File: src/rtl/core/ops_ram.sv
// ----------------------------------------------------------------------------
// ops_ram
// Single-port synchronous RAM, one write or read per cycle, registered read.
// ----------------------------------------------------------------------------
module ops_ram #(
   parameter int WIDTH = 1,
   parameter int DEPTH = 16
) (
   input  logic                     clock,
   input  logic                     we,
   input  logic [$clog2(DEPTH)-1:0] addr,
   input  logic [WIDTH-1:0]         wdata,
   output logic [WIDTH-1:0]         rdata
);

   logic [WIDTH-1:0] mem_ff [DEPTH];
   logic [WIDTH-1:0] rdata_ff;

   always_ff @(posedge clock) begin
      if (we) begin
         mem_ff[addr] <= wdata;
      end
      rdata_ff <= mem_ff[addr];
   end

   assign rdata = rdata_ff;

endmodule

File: config.mk
export PLATFORM = sky130hd
export DESIGN_NAME = ops_ram
export DESIGN_NICKNAME = d
export VERILOG_FILES = /design/src/rtl/core/ops_ram.sv
export SDC_FILE = /design/constraint.sdc
export NUM_CORES = 1
export LEC_CHECK = 0
export BUFFER_PORTS_ARGS = -buffer_cell sky130_fd_sc_hd__buf_2
export CORE_MARGIN = 2
export CORE_UTILIZATION = 49
export CTS_CLUSTER_DIAMETER = 100
export DETAILED_ROUTE_END_ITERATION = 10
export GPL_TIMING_DRIVEN = 0
export PLACE_DENSITY = 0.82
export SLEW_MARGIN = 20
export SYNTH_ARGS = -nofsm -noshare
export SYNTH_HDL_FRONTEND = slang
export SYNTH_SLANG_ARGS = --single-unit
File: constraint.sdc
create_clock -name clock -period 1.1 [get_ports clock]
set_input_delay 0.22 -clock clock [delete_from_list [all_inputs] [get_ports clock]]
set_output_delay 0.22 -clock clock [all_outputs]
set_load 0.01 [all_outputs]
==> summary.txt, run 1 <==
filler cell count: 122
crit path max fanout: 1
core area: 1490 sq um
final setup violation count: 1
Die Wd: 43.5 microns
DR vias: 434
Root Driver: clkbuf_4
Fin. Hold Viols: 0
kind of critical path: flip-flop to flip-flop
HP Class: input port to flip-flop
clock buffer depth: 2
multi-input logic area: 239 sq um
Netlist Area Pre-Place: 763 sq um
Yosys reg bits: 17
status: finished with violations
critical-path cell list: mux4_2 > mux2i_1 > mux2i_1
max cap viols: 0
CP Capture Type: flip-flop
Worst-path clk slew: 0.10 ns
CP Capture Point: rdata
Syn Area/Cell: 15.6 sq um
WL/cell: 16.1 microns
CTS sink count: 17
share of cells above drive strength 1: 30.0%
vias per cell: 5.71
Rel. slew slack: 82.8%
crit share post-route: 108%
failing checks: setup timing
max-slew violations: 0
critical path depth in cells: 3
largest net degree at the start of global routing: 17
Hold Worst Slack: 0.177 ns
Area Growth Syn to Fin: 9.67%
slowest stage delay, CP: 0.48 ns
CTS H-tree lvls: 1
DPL Wire Length: 817 microns
n_diodes: 0
Worst Hold Depth: 2
Iter 0 DRT Violations: 15
post-CTS setup buffer count: 0
Tmin final: 1.19 ns
first-pass GRT wire length: 1960 microns
Slew @ Worst Pin: 0.259 ns
Yosys warning count: 0
row cnt: 14
most used cell, CP: mux2i_1
placed cell count: 72
cell family with most CP delay: multiplexers
IO Count: 8
die area: 1890 sq um
leading cell types in the layout, fill and taps excluded: edfxtp_1, nor2_1, buf_2, mux4_2
Net count, final: 68
fin util: 56.2%
PortBufs: 7
CP arrival: 1.37 ns
number of distinct library cells after synthesis: 14
dpl ws: -0.235 ns
Seq/Total Area, Yosys: 65.6%
Mapped Nets: 56
Syn Inst Count: 49
Buf+Inv Stages, Crit Path: 0
Met3 Wirelength: 47 microns
Register Area: 500 sq um
post-cts hold buffer count: 0
Lkg Pwr: 0.000285 uW
router iterations before antenna repair: 4
CP max-delay cell: mux4_2
initial antenna violation count: 0
Die Y: 43.5 microns
met1 WL: 578 microns
met2 wire len: 601 microns
Finished Layout Cells: 76
final setup margin: -0.0913 ns
DRC violations left: 0
vias in the first global route: 444
RSZ-0062 raised after global routing: true
Tot GR Track Use: 14.6%
Critical Path Start Type: flip-flop
Starting Density: 51.3%
Num CTS Buffers: 3
Top Metal Used: met3
antenna-violating nets left: 0
CTS tree: built
commonest non-fill, non-tap cell in the layout: edfxtp_1
grt ovf: 0
worst skew pair latency: 0.28 ns
flop2flop setup slack: -0.09 ns
Placer Congestion: 0.769
P per Cell Area: 1390 nW/um^2
worst endpoint required time: 1.28 ns
Highest Clock Rate: 839 MHz
CP startpoint: mem_ff[15]
VDD IR max: 801 uV
start of the worst register-to-register path: mem_ff[15]
Sum Neg Setup Slack: -0.0913 ns
Post-Route Skew: 0.00486 ns
worst r2r path cells: 3
WL final: 1230 microns
Reg2Reg Capture Point: rdata
## report_power, final
| part | total (uW) | switching, uW | internal [uW] |
|---|---|---|---|
| Sequential | 726 | 3.33 | 723 |
| Combinational | 106 | 58.3 | 47.4 |
| Clock | 329 | 188 | 141 |
| Total | 1160 | 250 | 911 |
## final cells by class
class	instances	share of cell area, %
well taps	16	2.39
plain buffers	2	1.94
clock buffers	4	3.14
multi-input cells	30	28.6
repair buffers	7	4.19
flip-flops and latches	17	59.8
## kinds of logic after synthesis
logic type,Yosys count,synth area share [%]
flip-flops,17,65.6
AND/OR/NAND/NOR,23,14.6
buffers and inverters,2,2.13
multiplexers,7,17.7
## flip-flops by register name (all words and copies together) (netlist names)
signal  cells
mem_ff     16
rdata       1
## worst min-delay path by stage
stage	from	endpoint	slack (ns)
3_3_place_gp	addr[2]	rdata	0.47
2_1_floorplan	wdata	mem_ff[0]	0.32
3_5_place_dp	addr[2]	rdata	0.48
6_report	addr[2]	rdata	0.18
4_1_cts	addr[2]	rdata	0.18
5_1_grt	addr[2]	rdata	0.19
## what timing repair did
item	CTS	global route
endpoints found under the setup margin	1	1
gates resized for setup	1	0
endpoints found under the hold margin	0	0
## through the flow
| step | cell area [sq um] | power [uW] |
|---|---|---|
| final | 837 | 1160 |
| after detailed placement | 815 | 847 |
| after global placement | 815 | 843 |
| after global routing | 837 | 1210 |
| after floorplan | 759 | 804 |
| after CTS | 837 | 1170 |
## synthesized netlist by cell type
cell      count  area [sq um]
buf_2         1          5.00
buf_6         1          11.3
dfxtp_1       1          20.0
edfxtp_1     16           480
mux2i_1       3          30.0
mux4_1        4           105
nand2_1       1          3.75
nand2b_1      1          6.26
nand3_1       1          5.00
nand3b_1      2          15.0
nor2_1       12          45.0
nor3_1        4          20.0
or2b_1        1          7.51
or3b_2        1          8.76
## per-layer routing
metal / vias to the layer above / global-route usage [%]
li1: 209 / -
met1: 213 / 20.2
met2: 12 / 22.4
met3: 0 / 2.92
met4: 0 / 7.27
met5: - / 0
## worst reg2reg max path: cells and delay by family (launching register included)
kind | cells | cell delay (ns)
flip-flops | 1 | 0.38
multiplexers | 3 | 0.71
Note: power is estimated with default switching activity, not from simulation.
==> inputs of run 2 (changes only) <==
- ABC_AREA: default -> 1
- CORE_UTILIZATION: 49 -> 26
- PLACE_DENSITY: 0.82 -> 0.54
- TNS_END_PERCENT: default -> 10
==> run 2 against run 1 <==
Net effect: the flow now finishes without violations; die area increased by 88%; synthesized area rose by 5.6%; global-route usage down 5.3 points; power rose by 0.59%; clock-buffer cell count stayed put; combinational power rose by 8%; first-iteration DRC count rose by 140%; fmax up 28%; wire length increased by 15%; sequential cell count unchanged; utilization shrank 26 points; cell area grew 8.5%; critical path type is now flip-flop to primary output.
==> summary.txt, run 2 <==
Largest Register: mem_ff
Sum Neg Setup Slack: 0 ns (+0.0913 ns)
Net Sw Frac: 22.8% (+1.3 points)
CP Capture Type: primary output
GRT busiest layer: met2
Slew @ Worst Pin: 0.231 ns (-0.0281 ns)
CTS sink count: 17 (unchanged)
initial antenna violation count: 0 (unchanged)
largest area contributor in the netlist: edfxtp_1
Pint: 901 uW (-1.1%)
CP Capture Point: rdata
first-pass GRT wire length: 2310 microns (+18%)
DPL Wire Length: 1030 microns (+26%)
kind of critical path: flip-flop to primary output
vias per cell: 4.24 (-26%)
Highest Clock Rate: 1080 MHz (+28%)
Tot GR Track Use: 9.32% (-5.3 points)
Area Growth Syn to Fin: 12.7%
die area: 3560 sq um (+88%)
Register Area: 500 sq um (unchanged)
M3 GR Usage: 1.30% (-1.6 points)
Tot Pwr: 1170 uW (+0.59%)
placed cell count: 135 (+88%)
HP Class: input port to flip-flop
Syn Area/Cell: 8.48 sq um (-46%)
Root Driver: clkbuf_4
Yosys warning count: 0 (unchanged)
WL/cell: 10.2 microns (-37%)
max cap viols: 0 (unchanged)
Reg power frac: 62.2% (-0.4 points)
RSZ-0062 raised after global routing: false
Die Wd: 59.7 microns (+37%)
ys flop type: edfxtp_1
cell family with most CP delay: flip-flops
flop2flop setup slack: 0.22 ns (+0.31 ns)
CTS tree: built
Commonest cells post-synth: nand2_1, nor2_1, edfxtp_1
post-cts sizing count: 0 (-1)
P_sw: 266 uW (+6.8%)
Yosys reg bits: 17 (unchanged)
Mapped Nets: 102 (+82%)
Syn Inst Count: 95 (+94%)
Netlist Area Pre-Place: 806 sq um (+5.6%)
part of the power in the clock network: 28.0% (-0.3 points)
Rel. slew slack: 84.6% (+1.9 points)
Num CTS Buffers: 3 (unchanged)
clock buffer depth: 2 (unchanged)
number of synthesized flops with an enable pin: 16 (unchanged)
Synth top area share: 59.6% (-3.3 points)
dominant cells by area after synthesis: edfxtp_1, nand2_1, nor2_1, inv_1, dfxtp_1
post-CTS setup buffer count: 0 (unchanged)
combinational share of power: 9.8% (+0.7 points)
WL final: 1410 microns (+15%)
start of the worst register-to-register path: mem_ff[7]
crit share post-route: 84.3% (-24 points)
final setup violation count: 0 (-1)
critical path depth in cells: 1 (-2)
Critical Path Start Type: flip-flop
Die Y: 59.7 microns (+37%)
CP max-delay cell: dfxtp_1
P per Cell Area: 1290 nW/um^2 (-7.3%)
placed inst area: 882 sq um (+8.3%)
Lkg Pwr: 0.000403 uW (+42%)
CP startpoint: rdata
grt ovf: 0 (unchanged)
multi-input logic area: 256 sq um (+7.3%)
worst endpoint required time: 0.88 ns (-0.40 ns)
async set or reset register ratio after synthesis: 0% (unchanged)
largest net degree at the start of global routing: 17 (unchanged)
status: finished clean
share of cells above drive strength 1: 11.3% (-19 points)
DR vias: 590 (+36%)
Design Area, Final: 908 sq um (+8.5%)
Placer Congestion: 0.851 (+11%)
post-cts hold buffer count: 0 (unchanged)
VDD IR max: 264 uV (-67%)
filler cell count: 335 (+170%)
row cnt: 20 (+6)
Fin. Hold Viols: 0 (unchanged)
commonest non-fill, non-tap cell in the layout: nand2_1
DRC violations left: 0 (unchanged)
n_diodes: 0 (unchanged)
Finished Layout Cells: 139 (+83%)
IO Count: 8 (unchanged)
critical-path cell list: buf_2
Post-Route Skew: 0.00598 ns (+0.00112 ns)
Reg2Reg Capture Point: rdata
CP arrival: 0.71 ns (-0.66 ns)
vias in the first global route: 545 (+23%)
antenna-violating nets left: 0 (unchanged)
leading cell types in the layout, fill and taps excluded: nand2_1, nor2_1, edfxtp_1, inv_1, buf_2
Seq/Total Area, Yosys: 62.1% (-3.5 points)
Hold Worst Slack: 0.300 ns (+0.123 ns)
Net count, final: 114 (+68%)
Buf+Inv Stages, Crit Path: 1 (+1)
number of distinct library cells after synthesis: 8 (-6)
M1 GR Usage: 10.7% (-9.4 points)
CTS H-tree lvls: 1 (unchanged)
Worst-path clk slew: 0.10 ns (about the same)
PortBufs: 7 (unchanged)
router iterations before antenna repair: 4 (unchanged)
worst skew pair latency: 0.29 ns (about the same)
Iter 0 DRT Violations: 36 (+21)
Starting Density: 26.8% (-24 points)
worst r2r path cells: 8 (+5)
max reg flops: 16 (unchanged)
slowest stage delay, CP: 0.30 ns (-0.18 ns)
max-slew violations: 0 (unchanged)
crit path max fanout: 1 (unchanged)
core area: 3000 sq um (+100%)
met2 usage: 15.2% (-7.2 points)
leading cell type by number of instances after synthesis: nand2_1
Tmin final: 0.927 ns (-0.264 ns)
## run 2: cell count changes after synthesis
cell      change
mux4_1        -4
mux2i_1       -3
nand3b_1      -2
inv_1         +9
nor2_1        +7
buf_2         -1
nor3_1        -4
or3b_2        -1
or2b_1        -1
nand2b_1      -1
inv_2         +1
nand2_1      +43
nand3_1       +3
## run 2: power by group through the flow
stage	sequential, uW	clock, uW	combinational, uW
after CTS	726	338	118
final	726	327	115
after global placement	741	0	115
after global routing	728	362	136
after detailed placement	741	0	117
after floorplan	743	0	67.8
## run 2: kinds of logic (layout without fill, tap and decap cells)
kind of cell | after synthesis | count (layout) | share of synthesized area (%)
buffers and inverters | 11 | 22 | 6.06
flip-flops | 17 | 17 | 62.1
AND/OR/NAND/NOR | 67 | 67 | 31.8
## run 2: area by class of cell
cell class                      instances  area share, %
Multi-Input combinational cell         67           28.2
Tap cell                               33           4.55
Sequential cell                        17           55.1
Clock buffer                            4           2.89
Timing Repair Buffer                    7           3.86
Inverter                               10           4.13
Buffer                                  1           1.24
## run 2: how the worst min path moves through the flow
stage | start | end | slack (ns) | depth (start not counted)
after detailed placement | rdata | rdata | 0.61 | 1
final | wdata | mem_ff[10] | 0.30 | 1
after floorplan | wdata | mem_ff[0] | 0.32 | 0
after CTS | wdata | mem_ff[6] | 0.30 | 1
after global placement | wdata | mem_ff[6] | 0.60 | 1
after global routing | wdata | mem_ff[6] | 0.31 | 1
## run 2: worst reg2reg max path: stages, from the launching register on
cell and delay, ns:
edfxtp_1 0.38, nand2_1 0.07, nand2_1 0.06, nand2_1 0.05
nand2_1 0.05, nand2_1 0.05, nand2_1 0.04, inv_1 0.04
nand2_1 0.04
## run 2: metal layers
metal	wire length, microns	share of wire [%]
met4	27	1.9
met3	46	3.3
met1	665	47
met2	673	48
met5	0	0
## run 2: stage by stage
step / util, % / worst slack (ns)
after global routing: 30.3 / 0.0591
after CTS: 30.3 / 0.160
after floorplan: - / 0.228
after global placement: 29.4 / -0.0455
final: 30.3 / 0.173
after detailed placement: 29.4 / -0.0582
==> inputs of run 3 (changes only) <==
- ABC_AREA: 1 -> 0
- clock period: 1.1 -> 0.8 ns (I/O delays scaled with it)
==> run 3 against run 2 <==
Net effect: the run now ends with setup timing left; clock skew shrank 0.0037 ns; largest power group unchanged; largest cell class unchanged; wire length fell by 17%; critical endpoint is now rdata; non-clock buffer count is 1 higher; register-to-register slack got worse by 0.60 ns; die area down 4.9%; clock-buffer cell count stayed put.
==> summary.txt, run 3 (synthesized netlist as in run 1, its figures left out) <==
P per Cell Area: 1820 nW/um^2 (+41%)
largest net degree at the start of global routing: 17 (unchanged)
CTS tree: built
first-pass GRT wire length: 2010 microns (-13%)
VDD IR max: 996 uV (+280%)
Root Driver: clkbuf_4
kind of critical path: flip-flop to flip-flop
leading cell types in the layout, fill and taps excluded: edfxtp_1, nor2_1, buf_2, mux4_2
fin util: 31.6% (+1.4 points)
placed cell count: 87 (-36%)
die area: 3380 sq um (-4.9%)
initial antenna violation count: 0 (unchanged)
most used cell, CP: mux2i_1
max reg flops: 16 (unchanged)
slowest stage delay, CP: 0.49 ns (+0.19 ns)
PortBufs: 7 (unchanged)
DRC violations left: 0 (unchanged)
CTS sink count: 17 (unchanged)
Buf+Inv Stages, Crit Path: 0 (-1)
critical-path cell list: mux4_2 > mux2i_1 > mux2i_1
post-cts hold buffer count: 0 (unchanged)
n_diodes: 0 (unchanged)
commonest non-fill, non-tap cell in the layout: edfxtp_1
router iterations before antenna repair: 4 (unchanged)
Die Wd: 58.2 microns (-2.5%)
Placer Congestion: 0.779 (-8.5%)
Largest Register: mem_ff
Lkg Pwr: 0.000292 uW (-28%)
clock buffer depth: 2 (unchanged)
row cnt: 19 (-5.0%)
Rel. slew slack: 83.8% (-0.84 points)
DR vias: 426 (-28%)
grt ovf: 0 (unchanged)
Finished Layout Cells: 91 (-35%)
Tot GR Track Use: 8.24% (-1.1 points)
worst endpoint required time: 0.98 ns (+0.10 ns)
max cap viols: 0 (unchanged)
Die Y: 58.2 microns (-2.5%)
antenna-violating nets left: 0 (unchanged)
Fin. Hold Viols: 0 (unchanged)
post-CTS setup buffer count: 0 (unchanged)
CP arrival: 1.36 ns (+0.65 ns)
Tmin final: 1.18 ns
share of cells above drive strength 1: 31.7% (+20 points)
crit share post-route: 148%
CP Capture Type: flip-flop
Register Area: 500 sq um (unchanged)
Starting Density: 27.4% (+0.61 points)
status: finished with violations
RSZ-0062 raised after global routing: true
crit path max fanout: 1 (unchanged)
CTS H-tree lvls: 1 (unchanged)
Post-Route Skew: 0.00231 ns (-0.00367 ns)
final setup margin: -0.385 ns (-0.558 ns)
CP max-delay cell: mux4_2
Iter 0 DRT Violations: 8 (-78%)
Net count, final: 68 (-40%)
failing checks: setup timing
DPL Wire Length: 821 microns (-20%)
worst skew pair latency: 0.28 ns (about the same)
Highest Clock Rate: 844 MHz
multi-input logic area: 240 sq um (-6.3%)
WL final: 1170 microns (-17%)
placed inst area: 827 sq um (-6.2%)
Slew @ Worst Pin: 0.243 ns (+0.0125 ns)
core area: 2780 sq um (-7.4%)
HP Class: input port to flip-flop
max-slew violations: 0 (unchanged)
Tot Pwr: 1600 uW (+37%)
vias in the first global route: 451 (-17%)
filler cell count: 284 (-15%)
dpl ws: -0.505 ns (-0.447 ns)
Design Area, Final: 880 sq um (-3.2%)
Worst-path clk slew: 0.09 ns (about the same)
Num CTS Buffers: 3 (unchanged)
IO Count: 8 (unchanged)
cell family with most CP delay: multiplexers
WL/cell: 12.9 microns (+26%)
final setup violation count: 6 (+6)
Critical Path Start Type: flip-flop
vias per cell: 4.68 (+10%)
Area Growth Syn to Fin: 15.2%
[run 3: final cells by class]
type,count,area share (%)
flip-flops and latches,17,56.9
multi-input cells,30,27.3
repair buffers,7,5.41
well taps,31,4.41
clock buffers,4,2.99
plain buffers,2,2.99
[run 3: repair_timing]
item | CTS | global route
pin swaps | 1 | 0
hold endpoints to repair | 0 | 0
gates cloned | 0 | 0
setup endpoints to repair | 9 | 9
resized for setup | 6 | 1
[run 3: layer usage]
| metal | wire length [microns] | up-vias | global-route usage, % |
|---|---|---|---|
| li1 | - | 207 | - |
| met1 | 571 | 209 | 10.5 |
| met2 | 527 | 8 | 12.2 |
| met3 | 60 | 2 | 4.02 |
| met4 | 10 | 0 | 2.99 |
| met5 | 0 | - | 0 |
[run 3: final timing paths]
check	startpoint	endpoint	slack [ns]	depth (start not counted)
setup / recovery	mem_ff[11]	rdata	-0.38	3
hold / removal	addr[2]	rdata	0.13	2
setup reg to reg	mem_ff[11]	rdata	-0.38	3
hold reg to reg	mem_ff[0]	rdata	0.75	3
[run 3: per-stage QoR]
step | hold slack (ns) | TNS (ns)
floorplan | 0.259 | -2.26
global placement | 0.431 | -5.81
detailed placement | 0.431 | -5.84
CTS | 0.123 | -0.988
global route | 0.122 | -1.14
finish | 0.130 | -1.01
[run 3: power by group]
part	switching, uW	leakage (uW)	internal, uW	total [uW]
Clock	246	0.0000150	194	440
Sequential	3.95	0.000153	994	998
Combinational	82.1	0.000124	77.7	160
